<file path="src/rtl/sas_pkg.sv">
// Package of types, constants and the microcode table of the adjacency store.
`timescale 1ns / 1ps
package sas_pkg;

  localparam int SAS_MAX_NODES = 32;

  localparam int NODE_W     = 5;
  localparam int CNT_W      = 6;
  localparam int SIZE_W     = 6;
  localparam int IN_DATA_W  = 24;
  localparam int IN_USER_W  = 2;
  localparam int OUT_DATA_W = 16;
  localparam int OUT_USER_W = 3;
  localparam int OUT_PAD_W  = OUT_DATA_W - (1 + NODE_W + CNT_W);

  localparam logic [CNT_W-1:0]  LIST_CAP   = 6'd32;
  localparam logic [SIZE_W-1:0] SIZE_RESET = 6'd32;

  localparam logic [1:0] ST_OK   = 2'd0;
  localparam logic [1:0] ST_FULL = 2'd1;
  localparam logic [1:0] ST_BAD  = 2'd2;

  typedef enum logic [1:0] {
    OP_READ  = 2'd0,
    OP_WRITE = 2'd1,
    OP_LIST  = 2'd2,
    OP_COUNT = 2'd3
  } opcode_t;

  typedef enum logic [2:0] {
    U_IDLE, U_CHECK, U_BAD, U_EDGE, U_ROWA, U_SCAN, U_FINAL
  } ustep_t;

  typedef enum logic [2:0] {
    M_NONE, M_RD_PAIR, M_RD_FIRST, M_RD_NEXT, M_WR_EDGE
  } mem_op_t;

  typedef enum logic [2:0] {
    E_NONE, E_BAD, E_EDGE, E_SCAN, E_TOTAL
  } emit_op_t;

  typedef enum logic [2:0] {
    C_GO, C_INPUT, C_DISPATCH, C_OUT, C_SCAN
  } cond_t;

  typedef struct packed {
    logic     take;
    mem_op_t  mem;
    emit_op_t emit;
    cond_t    cond;
    ustep_t   target;
  } uword_t;

  typedef struct packed {
    logic     take;
    mem_op_t  mem;
    emit_op_t emit;
    logic     advance;
  } ctrl_t;

  typedef struct packed {
    logic in_valid;
    logic bad;
    logic edge_op;
    logic list_op;
    logic hit;
    logic at_cap;
    logic scan_last;
    logic out_free;
  } stat_t;

  // The program: one control word per step.
  function automatic uword_t ucode(ustep_t step);
    uword_t w;
    unique case (step)
      U_IDLE:  w = '{1'b1, M_NONE,     E_NONE,  C_INPUT,    U_CHECK};
      U_CHECK: w = '{1'b0, M_RD_PAIR,  E_NONE,  C_DISPATCH, U_BAD};
      U_BAD:   w = '{1'b0, M_NONE,     E_BAD,   C_OUT,      U_IDLE};
      U_EDGE:  w = '{1'b0, M_WR_EDGE,  E_EDGE,  C_OUT,      U_IDLE};
      U_ROWA:  w = '{1'b0, M_RD_FIRST, E_NONE,  C_GO,       U_SCAN};
      U_SCAN:  w = '{1'b0, M_RD_NEXT,  E_SCAN,  C_SCAN,     U_FINAL};
      U_FINAL: w = '{1'b0, M_NONE,     E_TOTAL, C_OUT,      U_IDLE};
      default: w = '{1'b0, M_NONE,     E_NONE,  C_GO,       U_IDLE};
    endcase
    return w;
  endfunction

endpackage

</file>
<file path="src/rtl/sas_ram.sv">
// Generic single-port-write, single-port-read RAM with registered read data.
`timescale 1ns / 1ps
module sas_ram #(
  parameter int WIDTH = 32,
  parameter int DEPTH = 32
) (
  input  logic                                            clk,
  input  logic                                            wr_en,
  input  logic [((DEPTH > 1) ? $clog2(DEPTH) : 1)-1:0]    wr_addr,
  input  logic [WIDTH-1:0]                                wr_data,
  input  logic                                            rd_en,
  input  logic [((DEPTH > 1) ? $clog2(DEPTH) : 1)-1:0]    rd_addr,
  output logic [WIDTH-1:0]                                rd_data
);

  logic [WIDTH-1:0] mem [DEPTH];

  always_ff @(posedge clk) begin
    if (wr_en) begin
      mem[wr_addr] <= wr_data;
    end
    if (rd_en) begin
      rd_data <= mem[rd_addr];
    end
  end

endmodule

</file>
<file path="src/rtl/sas_sequencer.sv">
// Microcode sequencer: step counter, control word fetch and conditional jumps.
`timescale 1ns / 1ps
module sas_sequencer import sas_pkg::*; (
  input  logic  clk,
  input  logic  rst,
  input  stat_t stat,
  output ctrl_t ctrl
);
  ustep_t step, step_next;
  uword_t uw;
  logic   advance;
  logic   need_out;

  always_ff @(posedge clk) begin
    if (rst) begin
      step <= U_IDLE;
    end else begin
      step <= step_next;
    end
  end

  always_comb begin
    uw        = ucode(step);
    need_out  = stat.hit && stat.list_op;
    advance   = 1'b0;
    step_next = step;
    unique case (uw.cond)
      C_GO: begin
        advance   = 1'b1;
        step_next = uw.target;
      end
      C_INPUT: begin
        advance   = stat.in_valid;
        step_next = advance ? uw.target : step;
      end
      C_DISPATCH: begin
        advance = 1'b1;
        if (stat.bad) begin
          step_next = uw.target;
        end else if (stat.edge_op) begin
          step_next = U_EDGE;
        end else begin
          step_next = U_ROWA;
        end
      end
      C_OUT: begin
        advance   = stat.out_free;
        step_next = advance ? uw.target : step;
      end
      C_SCAN: begin
        advance = !need_out || stat.out_free;
        if (!advance) begin
          step_next = step;
        end else if (need_out && stat.at_cap) begin
          step_next = U_IDLE;
        end else if (stat.scan_last) begin
          step_next = uw.target;
        end else begin
          step_next = step;
        end
      end
      default: begin
        advance   = 1'b1;
        step_next = U_IDLE;
      end
    endcase
    ctrl.take    = uw.take;
    ctrl.mem     = uw.mem;
    ctrl.emit    = uw.emit;
    ctrl.advance = advance;
  end

endmodule

</file>
<file path="src/rtl/sas_datapath.sv">
// Datapath: item fields, edge row memory, scan index, counter and result register.
`timescale 1ns / 1ps
module sas_datapath import sas_pkg::*; #(
  parameter int MAX_NODES = SAS_MAX_NODES
) (
  input  logic                  clk,
  input  logic                  rst,
  input  ctrl_t                 ctrl,
  output stat_t                 stat,
  input  logic                  cfg_wr_en,
  input  logic [SIZE_W-1:0]     cfg_wr_data,
  input  logic                  s_tvalid,
  input  logic [IN_DATA_W-1:0]  s_tdata,
  input  logic [IN_USER_W-1:0]  s_tuser,
  output logic                  m_tvalid,
  input  logic                  m_tready,
  output logic [OUT_DATA_W-1:0] m_tdata,
  output logic [OUT_USER_W-1:0] m_tuser,
  output logic                  m_tlast
);
  localparam int AW = $clog2(MAX_NODES);

  opcode_t               opcode;
  logic [NODE_W-1:0]     node_a, node_b, lo_node, hi_node;
  logic                  edge_value;
  logic [CNT_W-1:0]      cap_in, cap_eff, cnt;
  logic [SIZE_W-1:0]     active_size, n_eff;
  logic [MAX_NODES-1:0]  row_valid, rowa, rd_data, rd_row, wr_row;
  logic                  rd_valid, rd_en, wr_en, take, fire;
  logic [AW-1:0]         a_idx, lo_idx, hi_idx, scan_i, rd_addr;
  logic                  edge_op, list_op, hit, at_cap, scan_last, out_free;
  logic                  r_es, r_nv, r_last;
  logic [NODE_W-1:0]     r_ni;
  logic [CNT_W-1:0]      r_nt;
  logic [1:0]            r_st;

  assign take   = ctrl.take && s_tvalid;
  assign cap_in = s_tdata[16:11];

  always_ff @(posedge clk) begin
    if (take) begin
      opcode     <= opcode_t'(s_tuser);
      node_a     <= s_tdata[4:0];
      node_b     <= s_tdata[9:5];
      edge_value <= s_tdata[10];
      cap_eff    <= (cap_in > LIST_CAP) ? LIST_CAP : cap_in;
    end
  end

  always_ff @(posedge clk) begin
    if (rst) begin
      active_size <= SIZE_RESET;
    end else if (cfg_wr_en) begin
      active_size <= cfg_wr_data;
    end
  end

  assign n_eff   = (active_size > SIZE_W'(MAX_NODES)) ? SIZE_W'(MAX_NODES) : active_size;
  assign edge_op = (opcode == OP_READ) || (opcode == OP_WRITE);
  assign list_op = (opcode == OP_LIST);
  assign lo_node = (node_a < node_b) ? node_a : node_b;
  assign hi_node = (node_a < node_b) ? node_b : node_a;
  assign a_idx   = AW'(node_a);
  assign lo_idx  = AW'(lo_node);
  assign hi_idx  = AW'(hi_node);

  // A row never written reads as empty.
  assign rd_row = rd_valid ? rd_data : '0;

  always_comb begin
    wr_row         = rd_row;
    wr_row[hi_idx] = edge_value;
  end

  // Below node_a the pair lives in row i at column a, from there on in row a.
  assign hit       = (scan_i < a_idx) ? rd_row[a_idx] : rowa[scan_i];
  assign scan_last = (SIZE_W'(scan_i) + SIZE_W'(1)) == n_eff;
  assign at_cap    = (cnt == cap_eff);
  assign out_free  = !m_tvalid || m_tready;

  always_comb begin
    rd_en   = 1'b0;
    wr_en   = 1'b0;
    rd_addr = '0;
    unique case (ctrl.mem)
      M_NONE: begin
      end
      M_RD_PAIR: begin
        rd_en   = ctrl.advance;
        rd_addr = edge_op ? lo_idx : a_idx;
      end
      M_RD_FIRST: begin
        rd_en = ctrl.advance;
      end
      M_RD_NEXT: begin
        rd_en   = ctrl.advance && !scan_last;
        rd_addr = scan_i + AW'(1);
      end
      M_WR_EDGE: begin
        wr_en = ctrl.advance && (opcode == OP_WRITE);
      end
      default: begin
      end
    endcase
  end

  sas_ram #(
    .WIDTH (MAX_NODES),
    .DEPTH (MAX_NODES)
  ) u_sas_ram (
    .clk     (clk),
    .wr_en   (wr_en),
    .wr_addr (lo_idx),
    .wr_data (wr_row),
    .rd_en   (rd_en),
    .rd_addr (rd_addr),
    .rd_data (rd_data)
  );

  always_ff @(posedge clk) begin
    if (rst) begin
      row_valid <= '0;
      rd_valid  <= 1'b0;
    end else begin
      if (wr_en) begin
        row_valid[lo_idx] <= 1'b1;
      end
      if (rd_en) begin
        rd_valid <= row_valid[rd_addr];
      end
    end
  end

  always_ff @(posedge clk) begin
    if (ctrl.mem == M_RD_FIRST && ctrl.advance) begin
      rowa   <= rd_row;
      scan_i <= '0;
      cnt    <= '0;
    end else if (ctrl.mem == M_RD_NEXT && ctrl.advance) begin
      scan_i <= scan_i + AW'(1);
      if (hit && !(list_op && at_cap)) begin
        cnt <= cnt + CNT_W'(1);
      end
    end
  end

  always_comb begin
    r_es   = 1'b0;
    r_nv   = 1'b0;
    r_ni   = '0;
    r_nt   = '0;
    r_st   = ST_OK;
    r_last = 1'b1;
    fire   = 1'b0;
    unique case (ctrl.emit)
      E_NONE: begin
      end
      E_BAD: begin
        fire = ctrl.advance;
        r_st = ST_BAD;
      end
      E_EDGE: begin
        fire = ctrl.advance;
        r_es = (opcode == OP_READ) ? rd_row[hi_idx] : 1'b0;
      end
      E_SCAN: begin
        fire = ctrl.advance && hit && list_op;
        if (at_cap) begin
          r_nt = cnt;
          r_st = ST_FULL;
        end else begin
          r_nv   = 1'b1;
          r_ni   = NODE_W'(scan_i);
          r_last = 1'b0;
        end
      end
      E_TOTAL: begin
        fire = ctrl.advance;
        r_nt = cnt;
      end
      default: begin
      end
    endcase
  end

  always_ff @(posedge clk) begin
    if (rst) begin
      m_tvalid <= 1'b0;
    end else if (fire) begin
      m_tvalid <= 1'b1;
    end else if (m_tready) begin
      m_tvalid <= 1'b0;
    end
  end

  always_ff @(posedge clk) begin
    if (fire) begin
      m_tdata <= {{OUT_PAD_W{1'b0}}, r_nt, r_ni, r_es};
      m_tuser <= {r_st, r_nv};
      m_tlast <= r_last;
    end
  end

  always_comb begin
    stat.in_valid  = s_tvalid;
    stat.bad       = (SIZE_W'(node_a) >= n_eff) || (edge_op && (SIZE_W'(node_b) >= n_eff));
    stat.edge_op   = edge_op;
    stat.list_op   = list_op;
    stat.hit       = hit;
    stat.at_cap    = at_cap;
    stat.scan_last = scan_last;
    stat.out_free  = out_free;
  end

endmodule

</file>
<file path="src/rtl/symmetric_adjacency_store.sv">
// Top level of the undirected graph adjacency store.
// An edge read, edge write or bad-index result is registered by the edge or bad step after
// the check step. A list or count reads its row, then scans the indices below the size; over
// its whole scan it gives its final beat from the final step. A new input beat is taken only
// in the idle step. Output stalls hold the step while a result beat waits to be taken.
// Reset (synchronous, active high) empties the graph at once and sets the size to 32.
`timescale 1ns / 1ps
module symmetric_adjacency_store import sas_pkg::*; #(
  parameter int MAX_NODES = SAS_MAX_NODES
) (
  input  logic                  clk,
  input  logic                  rst,
  // Active size register write.
  input  logic                  cfg_wr_en,
  input  logic [SIZE_W-1:0]     cfg_wr_data,
  // Input beats.
  input  logic                  s_tvalid,
  output logic                  s_tready,
  // node_a[4:0], node_b[9:5], edge_value[10], capacity[16:11], zero above.
  input  logic [IN_DATA_W-1:0]  s_tdata,
  // opcode[1:0].
  input  logic [IN_USER_W-1:0]  s_tuser,
  // Result beats.
  output logic                  m_tvalid,
  input  logic                  m_tready,
  // edge_state[0], neighbor_index[5:1], neighbor_total[11:6], zero above.
  output logic [OUT_DATA_W-1:0] m_tdata,
  // neighbor_valid[0], status[2:1].
  output logic [OUT_USER_W-1:0] m_tuser,
  output logic                  m_tlast
);

  // The sequencer walks a short program held in the package; each control word
  // selects a memory action, a result to emit and the jump condition, and the
  // datapath reports back the conditions it needs (index check, hit, capacity).
  ctrl_t ctrl;
  stat_t stat;

  // Input beats are only taken in the idle step, so one item is worked on at
  // a time; the result register still lets the last result wait for the sink
  // while the next beat is taken.
  assign s_tready = ctrl.take;

  sas_sequencer u_sas_sequencer (
    .clk  (clk),
    .rst  (rst),
    .stat (stat),
    .ctrl (ctrl)
  );

  // The datapath keeps each unordered pair once, in the row of the smaller
  // index, and scans the neighbours of a node by reading its own row once
  // and then one lower row per step for the indices below it.
  sas_datapath #(
    .MAX_NODES (MAX_NODES)
  ) u_sas_datapath (
    .clk         (clk),
    .rst         (rst),
    .ctrl        (ctrl),
    .stat        (stat),
    .cfg_wr_en   (cfg_wr_en),
    .cfg_wr_data (cfg_wr_data),
    .s_tvalid    (s_tvalid),
    .s_tdata     (s_tdata),
    .s_tuser     (s_tuser),
    .m_tvalid    (m_tvalid),
    .m_tready    (m_tready),
    .m_tdata     (m_tdata),
    .m_tuser     (m_tuser),
    .m_tlast     (m_tlast)
  );

endmodule

</file>
<file path="config.mk">
export PLATFORM = sky130hd
export DESIGN_NAME = symmetric_adjacency_store
export DESIGN_NICKNAME = d
export VERILOG_FILES = /design/src/rtl/sas_pkg.sv /design/src/rtl/sas_ram.sv /design/src/rtl/sas_sequencer.sv /design/src/rtl/sas_datapath.sv /design/src/rtl/symmetric_adjacency_store.sv
export SDC_FILE = /design/constraint.sdc
export NUM_CORES = 1
export LEC_CHECK = 0
export BUFFER_PORTS_ARGS = -buffer_cell sky130_fd_sc_hd__buf_2
export CORE_ASPECT_RATIO = 2
export CORE_MARGIN = 1.5
export CORE_UTILIZATION = 55
export CTS_CLUSTER_DIAMETER = 60
export DETAILED_ROUTE_END_ITERATION = 12
export GPL_ROUTABILITY_DRIVEN = 0
export GPL_TIMING_DRIVEN = 0
export HOLD_SLACK_MARGIN = 0.1
export MAX_ROUTING_LAYER = met4
export PLACE_DENSITY = 0.71
export SYNTH_ARGS = -nofsm -noshare
export SYNTH_HDL_FRONTEND = slang
export SYNTH_SLANG_ARGS = --single-unit
</file>
<file path="constraint.sdc">
create_clock -name clk -period 5.6 [get_ports clk]
set_clock_uncertainty 0.2 [all_clocks]
set_input_delay 0.56 -clock clk [delete_from_list [all_inputs] [get_ports clk]]
set_output_delay 0.56 -clock clk [all_outputs]
set_load 0.05 [all_outputs]
</file>
# Word level (Yosys, flattened, before mapping)
# Memory sizes are Yosys's and may differ from the RTL's. A register that Yosys moved wholly into a read port is not among the register bits.
# Index checks and enable logic that the tools add are counted.
# totals
inputBits,37
memories,1
mem_bits_rw,1024
regBits,121
out_inout_bits,22
wordCells,139
# memory_table
name,depth,word_bits,read_ports,rd_ports_with_merged_regs,wr,line_no,rtl
u_sas_datapath.u_sas_ram.mem,32,32,1,1,1,sas_ram.sv:16,logic [WIDTH-1:0] mem [DEPTH];
# op_classes
order_cmp,13
n_reduce_logical,32
eq_ne,26
mux,43
bitwise,2
n_addsub,3
# ops
operator,n
13-bit one-hot mux with 7 select lines,1
32-bit bitwise mux,1
32-bit two-way mux,1
32-bit bitwise OR,1
5-bit by 6-bit < comparator with 1-bit output (second input constant),5
3-bit by 2-bit == test with 1-bit output (second input constant),8
3-bit two-way mux,7
1-bit binary-select mux with 5-bit select,4
3-bit == test (second input constant),6
1-bit two-way mux,15
5-bit two-way mux,3
3-bit one-hot mux with 5 select lines,1
1-bit logical AND,14
3-bit by 1-bit == test with 1-bit output (second input constant),4
6-bit == test,2
5-bit by 6-bit >= comparator with 1-bit output,2
6-bit > comparator (second input constant),2
6-bit two-way mux,2
6-bit one-hot mux with 2 select lines,1
1-bit demux with 5-bit select,2
5-bit by 1-bit >= comparator with 1-bit output (second input constant),2
5-bit < comparator,2
5-bit one-hot mux with 2 select lines,1
5-bit by 1-bit adder with 6-bit output (second input constant),1
20 further kinds,31

# Longest topological paths before layout
# Gate-level depths: netlist (run 1).
# logic_depth
word_depth,12
ltp_mapped,14
mapped_depth_nobuf,11

# By module
# From an unflattened synthesis (run 1), not the netlist that was laid out.
# hier_totals
hier_cells,3008
hier_area_um2,48064.8
# by_module_without_submodules
mod,seq_area_each_um2,instances,area_per_inst_um2,cells_per_inst
sas_ram,31710.4,1,40805.4,2260
sas_datapath,3032.9,1,6952.9,705
sas_sequencer,60.1,1,306.5,43

# Worst setup path before layout (run 1)
# No wires, ideal clock.
# synth_timing
path_type,reg2reg
start,register u_sas_datapath.node_b[3]
end,memory u_sas_datapath.u_sas_ram.mem[0][0] (enable)
required_time_ps,4939
synth_period_minus_slack_ps,5227
path_buffers,3
setup_time_ps,461
arrival_time_ps,4566
slack_ps,373
path_stages_with_launch,11
cell_sequence,edfxtp_1 -> inv_1 -> ha_1 -> a21oi_1 -> a21oi_1 -> or3_1 -> buf_2 -> clkbuf_1 -> clkbuf_1 -> o31a_1 -> nor3_1
# synth_between
elab_chain_cells,2
# synth_rtl
item,line_no,rtl
start: declaration,sas_datapath.sv:24,"logic [NODE_W-1:0] node_a, node_b, lo_node, hi_node;"
start signal: assignment,sas_datapath.sv:44,node_b <= s_tdata[9:5];
5-bit < comparator,sas_datapath.sv:61,assign lo_node = (node_a < node_b) ? node_a : node_b;
5-bit two-way mux (*),sas_datapath.sv:61,
end: declaration,sas_ram.sv:16,
# Mark *: on every way between the ends. The rest lies on a longest branch, timed or not.

# Worst setup path after layout (run 1)
# layout_timing
start,register u_sas_datapath.node_b[3]
end,memory u_sas_datapath.u_sas_ram.mem[24][9] (enable)
# Same word-level chain as after synthesis.

==> results of run 1 <==
==> timing repair <==
item,CTS,global route
endpoints found under the hold margin,26,0
buffers inserted,0,1
hold buffers,31,0
setup endpoints to repair,0,22
gates resized for setup,0,3
==> report_power, final <==
part | leakage, nW | internal, W | switching, W
clock | 1.56 | 0.00393 | 0.00309
sequential | 10.8 | 0.0107 | 0.000273
combinational | 6.83 | 0.00292 | 0.00719
total | 19.2 | 0.0176 | 0.0106
==> synthesized netlist by cell type, types with 20 or more instances <==
library cell	number	area (um2)
edfxtp_1	1123	33720
nand2_1	831	3119
nand3_1	467	2337
mux2i_1	253	2532
buf_2	96	480.5
clkbuf_1	94	352.8
nor2_1	81	304.0
dfxtp_1	54	1081
a31oi_1	44	275.3
and3_1	42	262.8
and2_1	40	250.2
mux2_2	35	394.1
a311oi_1	34	297.8
a32o_1	32	320.3
and2_0	32	200.2
a221oi_2	30	450.4
inv_1	26	97.59
buf_4	24	180.2
mux4_2	21	473.0
o2bb2ai_1	21	183.9
ha_1	20	250.2
nor3_1	20	100.1
==> metrics by stage <==
| stage | hold WS, ns | worst slack (ns) | std cells | cell area, um2 |
|---|---|---|---|---|
| after floorplan | 0.2271 | 0.3729 | 3649 | 49320 |
| after global placement | 0.2399 | -1.633 | 4872 | 51030 |
| after detailed placement | 0.2473 | 0.1769 | 4909 | 51980 |
| after CTS | 0.1040 | 0.1271 | 5114 | 55480 |
| after global routing | 0.1415 | 0.05146 | 5119 | 55540 |
| final | 0.1206 | 0.2475 | 5121 | 55540 |
==> cells by family (layout without fill, tap and decap cells) <==
kind of cell | Yosys count | in the layout | synth area share
AOI/OAI and AO/OA | 269 | 269 | 0.04697
xor gates and xnor gates | 17 | 17 | 0.003020
adders and majority gates | 20 | 20 | 0.005075
buffers and inverters | 273 | 563 | 0.02773
DFF | 1177 | 1177 | 0.7058
muxes | 309 | 309 | 0.06894
other | 1 | 9 | 0.00007605
and+or+nand+nor | 1580 | 1580 | 0.1424
==> worst min-delay path, cell delays in order <==
cell and delay (ns):
clkbuf_1 0.20, mux2i_1 0.17, nor2_1 0.07
==> routing by layer <==
layer,track usage,vias to the layer above,wire length [um]
met5,-,-,0
met4,0.2836,0,14830
met3,0.05548,703,9514
met2,0.5952,1768,78430
met1,0.2934,15410,43090
li1,-,13908,-
==> sequential cells by signal, summed over array words and instances (netlist names) <==
name and cells:
u_sas_datapath.a_idx 5, u_sas_datapath.active_size 6, u_sas_datapath.cap_eff 6, u_sas_datapath.cnt 6, u_sas_datapath.edge_value 1, u_sas_datapath.m_tdata 12, u_sas_datapath.m_tlast 1, u_sas_datapath.m_tuser 3
u_sas_datapath.m_tvalid 1, u_sas_datapath.node_b 5, u_sas_datapath.opcode 2, u_sas_datapath.rd_valid 1, u_sas_datapath.row_valid 32, u_sas_datapath.rowa 32, u_sas_datapath.scan_i 5, u_sas_datapath.u_sas_ram.mem 1024
u_sas_datapath.u_sas_ram.rd_data 32, u_sas_sequencer.step 3
==> layout make-up <==
class	instances	area (um2)	area share
sequential	1177	34800	0.6266
multi-input combinational	2199	13410	0.2414
clock buffer	122	2489	0.04480
tap	1177	1473	0.02651
timing repair buffer	116	1279	0.02302
buffer	243	1262	0.02273
clock inverter	52	703.2	0.01266
inverter	30	112.6	0.002027
antenna	5	12.51	0.0002253
==> worst paths after layout <==
| path | cells past startpoint | startpoint | endpoint |
|---|---|---|---|
| max | 12 | u_sas_datapath.node_b[3] | u_sas_datapath.u_sas_ram.mem[24][9] |
| min | 3 | cfg_wr_en | u_sas_datapath.active_size[0] |
| max reg2reg | 12 | u_sas_datapath.node_b[3] | u_sas_datapath.u_sas_ram.mem[24][9] |
| min reg2reg | 1 | u_sas_datapath.row_valid[12] | u_sas_datapath.row_valid[12] |
==> cells in the final DEF (no fill, tap or decap), types with 33 or more instances in the layout <==
cell          n
mux2_2       35
and3_1       42
a31oi_1      43
dfxtp_1      54
and2_1       40
nand2_1     831
nor2_1       50
edfxtp_1   1123
clkbuf_1    118
a311oi_1     33
clkbuf_16    95
buf_2       142
nand3_1     467
mux2i_1     253
==> impl_metrics.py, run 1 <==
metrics = {
    "route": {
        "first_iter_violations": 3304,
        "wl_per_cell_um": 28.48,
        "num_vias": 31789,
        "ant_nets": 0,
        "avgViaCountPerCell": 6.208,
        "drc": 0,
        "first_pass_iters": 8,
        "routed_wl_um": 145900,
    },
    "grt": {
        "grt_pass1_vias": 32287,
        "grt_pass1_wl_um": 207900,
        "antenna_found_initial": 2,
        "grt_max_degree": 40,
        "track_usage": 0.3288,
        "gr-total-overflow": 0,
    },
    "finish": {
        "n_fill_cell": 6522,
        "syn_to_final_growth_pct": 12.64,
        "drive_gt1_frac": 0.1290,
        "final_nets": 3918,
        "post-route-util": 0.6240,
    },
    "setup_path": {
        "required_ns": 5.85,
        "max_stage_delay_ns": 1.04,
        "crit_family": "buffers and inverters",
        "critical_path_class": "reg -> reg",
        "r2r_slack_ns": 0.25,
        "cp-end-kind": "register",
        "cpMostUsedCell": "a21oi_1",
        "crit_chain": "inv_1, ha_1, a21oi_1, a21oi_1, or3_1, buf_2, a21oi_1, or2_2, clkbuf_1, clkdlybuf4s15_1, nor2_4, buf_12",
        "path_buf_inv": 5,
        "start_kind": "register",
        "cp_slowest_cell": "clkdlybuf4s15_1",
        "worstPathArrival_ns": 5.60,
        "cp_max_fo": 24,
    },
    "sta": {
        "rsz0062_at_grt": "false",
        "finalCritPeriodShare": 0.9558,
        "max_freq_mhz": 186.8,
        "finalMaxSlewViolations": 0,
        "setup_viol": 0,
        "finalHoldViolCount": 0,
        "layout_min_cycle_time_ns": 5.352,
        "max_slew.worst_pin.slew_ns": 1.323,
        "fin_tns_setup_ns": 0,
        "slew_headroom": 0.1181,
    },
    "placement": {
        "io_buffer_count": 46,
        "dp.final_hpwl_um": 105000,
    },
    "yosys": {
        "syn_inst": 3646,
        "ys_async_sr_fraction": 0,
        "ys_types": 73,
        "yosysSeqAreaShare": 0.7058,
        "syn_area_per_cell_um2": 13.52,
        "ys_ff_latch": 1177,
        "synth_edf_count": 1123,
        "synth-main-ff-cell": "edfxtp_1",
        "netlist_area_um2": 49310,
        "synth-warning-count": 0,
    },
    "cts": {
        "clock_path_buffers": 3,
        "cts.sinks": 1177,
        "numCtsBuffers": 94,
        "clock_latency_ns": 0.71,
        "path_clk_slew_ns": 0.07,
        "clockRootBuffer": "clkbuf_16",
        "cts_tree": "done",
        "cts_max_level": 3,
    },
    "power_and_ir_drop": {
        "p_leak_nw": 19.17,
        "p_per_area_nw_per_um2": 506.9,
        "ir_drop_mv": 0.4462,
        "p_total_w": 0.02815,
    },
    "floorplan": {
        "num_io_pins": 59,
        "placementRows": 155,
        "core-area_um2": 89020,
        "start_util": 0.5540,
        "die_area_um2": 91570,
        "fp.dieH_um": 426.5,
        "die_w_um": 214.7,
    },
    "run_status": {
        "status": "finished clean",
    },
    "job": {
        "maxCapViolations": 0,
    },
    "min_path": {
        "hold_path_class": "in -> reg",
    },
}
Power figures use the tool's default switching activity.
==> run 2, diff against run 1 <==
--- a/config.mk
+++ b/config.mk
@@ -18,4 +18,5 @@
 export PLACE_DENSITY = 0.71
 export SYNTH_ARGS = -nofsm -noshare
 export SYNTH_HDL_FRONTEND = slang
+export SYNTH_HIERARCHICAL = 1
 export SYNTH_SLANG_ARGS = --single-unit
==> impl_metrics.py, run 2 <==
metrics = {
    "run_status": {
        "status": "finished with violations",
        "violations": "max-capacitance violations, max-slew violations",
    },
    "cts": {
        "numCtsBuffers": 93,
        "cts.sinks": 1177,
        "clock_latency_ns": 0.70,
        "clockRootBuffer": "clkbuf_16",
        "path_clk_slew_ns": 0.07,
        "cts_tree": "done",
        "clock_path_buffers": 3,
        "cts_max_level": 3,
    },
    "yosys": {
        "netlist_area_um2": 48060,
        "syn_inst": 3008,
        "ys_ff_latch": 1177,
        "synth.area.top_cells": "edfxtp_1 70%, mux2i_1 11%, dfxtp_1 2.2%",
        "yosysSeqAreaShare": 0.7241,
        "synth_common_cells": "1,123 x edfxtp_1, 524 x mux2i_1, 166 x nand2_1, 164 x a21oi_1, 120 x nor2_1",
        "ys_async_sr_fraction": 0,
        "synth-warning-count": 6,
        "synth-main-ff-cell": "edfxtp_1",
        "synth_top_cell_by_area": "edfxtp_1",
        "yosysMostFrequentCell": "edfxtp_1",
        "synth_edf_count": 1123,
        "ys_types": 67,
        "synth_top_area_frac": 0.7016,
        "syn_area_per_cell_um2": 15.98,
    },
    "route": {
        "num_vias": 28142,
        "ant_nets": 0,
        "first_iter_violations": 2683,
        "first_pass_iters": 6,
        "drc": 0,
        "wl_per_cell_um": 28.66,
        "avgViaCountPerCell": 6.233,
        "routed_wl_um": 129400,
    },
    "sta": {
        "slew_headroom": -0.05400,
        "max_freq_mhz": 181.2,
        "holdWs_ns": 0.1768,
        "layout_min_cycle_time_ns": 5.518,
        "finalHoldViolCount": 0,
        "setup_viol": 0,
        "finalMaxSlewViolations": 5,
        "max_slew.worst_pin.slew_ns": 1.564,
        "finalCritPeriodShare": 0.9853,
    },
    "min_path": {
        "hold_path_class": "in -> reg",
    },
    "job": {
        "maxCapViolations": 1,
    },
    "grt": {
        "gr-total-overflow": 0,
        "antenna_found_initial": 1,
        "track_usage": 0.2991,
        "grt_pass1_vias": 29257,
        "grt_pass1_wl_um": 184500,
        "grt_max_degree": 42,
    },
    "finish": {
        "layout_common_cells": "1,123 x edfxtp_1, 524 x mux2i_1, 164 x nand2_1, 162 x a21oi_1, 112 x nand3_1",
        "final_nets": 3335,
        "drive_gt1_frac": 0.1501,
        "syn_to_final_growth_pct": 14.19,
        "largest_register_ffs": 1024,
        "n_fill_cell": 6006,
        "final_common_cell": "edfxtp_1",
        "final_cells": 4515,
        "top_register": "u_sas_datapath/u_sas_ram/mem",
    },
    "power_and_ir_drop": {
        "ir_drop_mv": 0.2353,
        "p_leak_nw": 17.87,
        "p_per_area_nw_per_um2": 360.9,
    },
    "setup_path": {
        "r2r_slack_ns": 0.08,
        "cp-end-kind": "register",
        "worstPathArrival_ns": 5.72,
        "start_kind": "register",
        "critical_path_class": "reg -> reg",
        "required_ns": 5.80,
        "cp_max_fo": 10,
    },
    "placement": {
        "io_buffer_count": 46,
        "dp.final_hpwl_um": 88350,
        "dpl.cell_count": 4251,
    },
    "floorplan": {
        "die_w_um": 212.0,
        "start_util": 0.5543,
        "placementRows": 153,
        "core-area_um2": 86720,
        "die_area_um2": 89280,
        "num_io_pins": 59,
        "fp.dieH_um": 421.1,
    },
}
[run 2: cell count changes after synthesis, sizes merged, moves of 70 or more]
cell	change
a22oi	+101
nand3	-354
a21oi	+143
mux2i	+271
a22o	+70
nand2	-664
[run 2: cell type report]
class	instances	area, um2	area share
flip-flops and latches	1177	34800	0.6341
multi-input cells	1627	12410	0.2261
clock buffers	106	2419	0.04406
repair buffers	172	1909	0.03479
well taps	1162	1454	0.02649
plain buffers	177	1057	0.01926
clock inverters	63	715.7	0.01304
inverters	29	112.6	0.002052
repair inverters	1	5.005	0.00009118
diodes	1	2.502	0.00004559
[run 2: per-layer routing]
layer,vias up,global-route usage,share of wire
li1,12189,-,-
met1,14028,0.2774,0.31
met2,1418,0.5423,0.55
met3,507,0.04961,0.062
met4,0,0.2169,0.085
met5,-,-,0
[run 2: worst max-delay path, stage by stage (launching register included)]
cell,delay [ns]
edfxtp_1,0.48
buf_2,0.34
mux4_2,0.47
mux4_2,0.52
nand2_2,0.09
nand2_2,0.06
a221o_1,0.35
o21a_1,0.16
buf_4,0.15
and3_1,0.21
a22o_1,0.19
a21oi_2,0.16
buf_4,0.15
nand4_1,0.13
nor3_4,0.16
buf_6,0.15
buf_6,0.11
or3b_4,0.42
buf_12,0.16
nor2_4,0.11
buf_12,0.16
bufbuf_16,0.28
[run 2: metrics by stage]
| stage | power [W] | area, um2 | TNS [ns] | util | setup slack, ns |
|---|---|---|---|---|---|
| after CTS | 0.01979 | 54730 | 0 | 0.6311 | 0.001009 |
| after global placement | 0.01294 | 49790 | -2900.55 | 0.5741 | -3.429 |
| after global routing | 0.02033 | 54890 | -0.006156 | 0.6329 | -0.002279 |
| final | 0.01981 | 54890 | 0 | 0.6329 | 0.08208 |
| after floorplan | 0.01199 | 48100 | -143.93 | - | -0.3905 |
| after detailed placement | 0.01304 | 50660 | -1589.05 | 0.5842 | -1.823 |
[run 2: cell families after synthesis]
logic type | Yosys count | share of synthesized area
XOR/XNOR | 21 | 0.003826
flip-flops | 1177 | 0.7241
buffers and inverters | 207 | 0.02377
multiplexers | 578 | 0.1265
adder cells (fa/ha/maj) | 20 | 0.005206
AND/OR/NAND/NOR | 571 | 0.05612
AO/OA/AOI/OAI | 433 | 0.06045
other | 1 | 0.00007802
[run 2: path summary, 6_finish.rpt]
kind | from | endpoint | cells past startpoint
hold / removal | cfg_wr_en | u_sas_datapath/active_size[3] | 3
hold reg to reg | u_sas_datapath/row_valid[4] | u_sas_datapath/row_valid[4] | 2
setup / recovery | u_sas_datapath/a_idx[1] | u_sas_datapath/u_sas_ram/mem[4][10] | 21
setup reg to reg | u_sas_datapath/a_idx[1] | u_sas_datapath/u_sas_ram/mem[4][10] | 21
[run 2: report_power, final]
part	switching (W)	total, W	leakage, nW	internal, W
registers	0.0000694	0.0100	10.8	0.00996
logic	0.00202	0.00296	5.55	0.000939
clock network	0.00306	0.00683	1.52	0.00377
total	0.00515	0.0198	17.9	0.0147
[run 2: timing repair]
item,CTS,global route
endpoints found under the hold margin,29,0
cloned,2,1
pin swaps,23,6
setup endpoints to repair,1156,719
hold buffers,31,0
buffers inserted,46,15
resized for setup,15,9
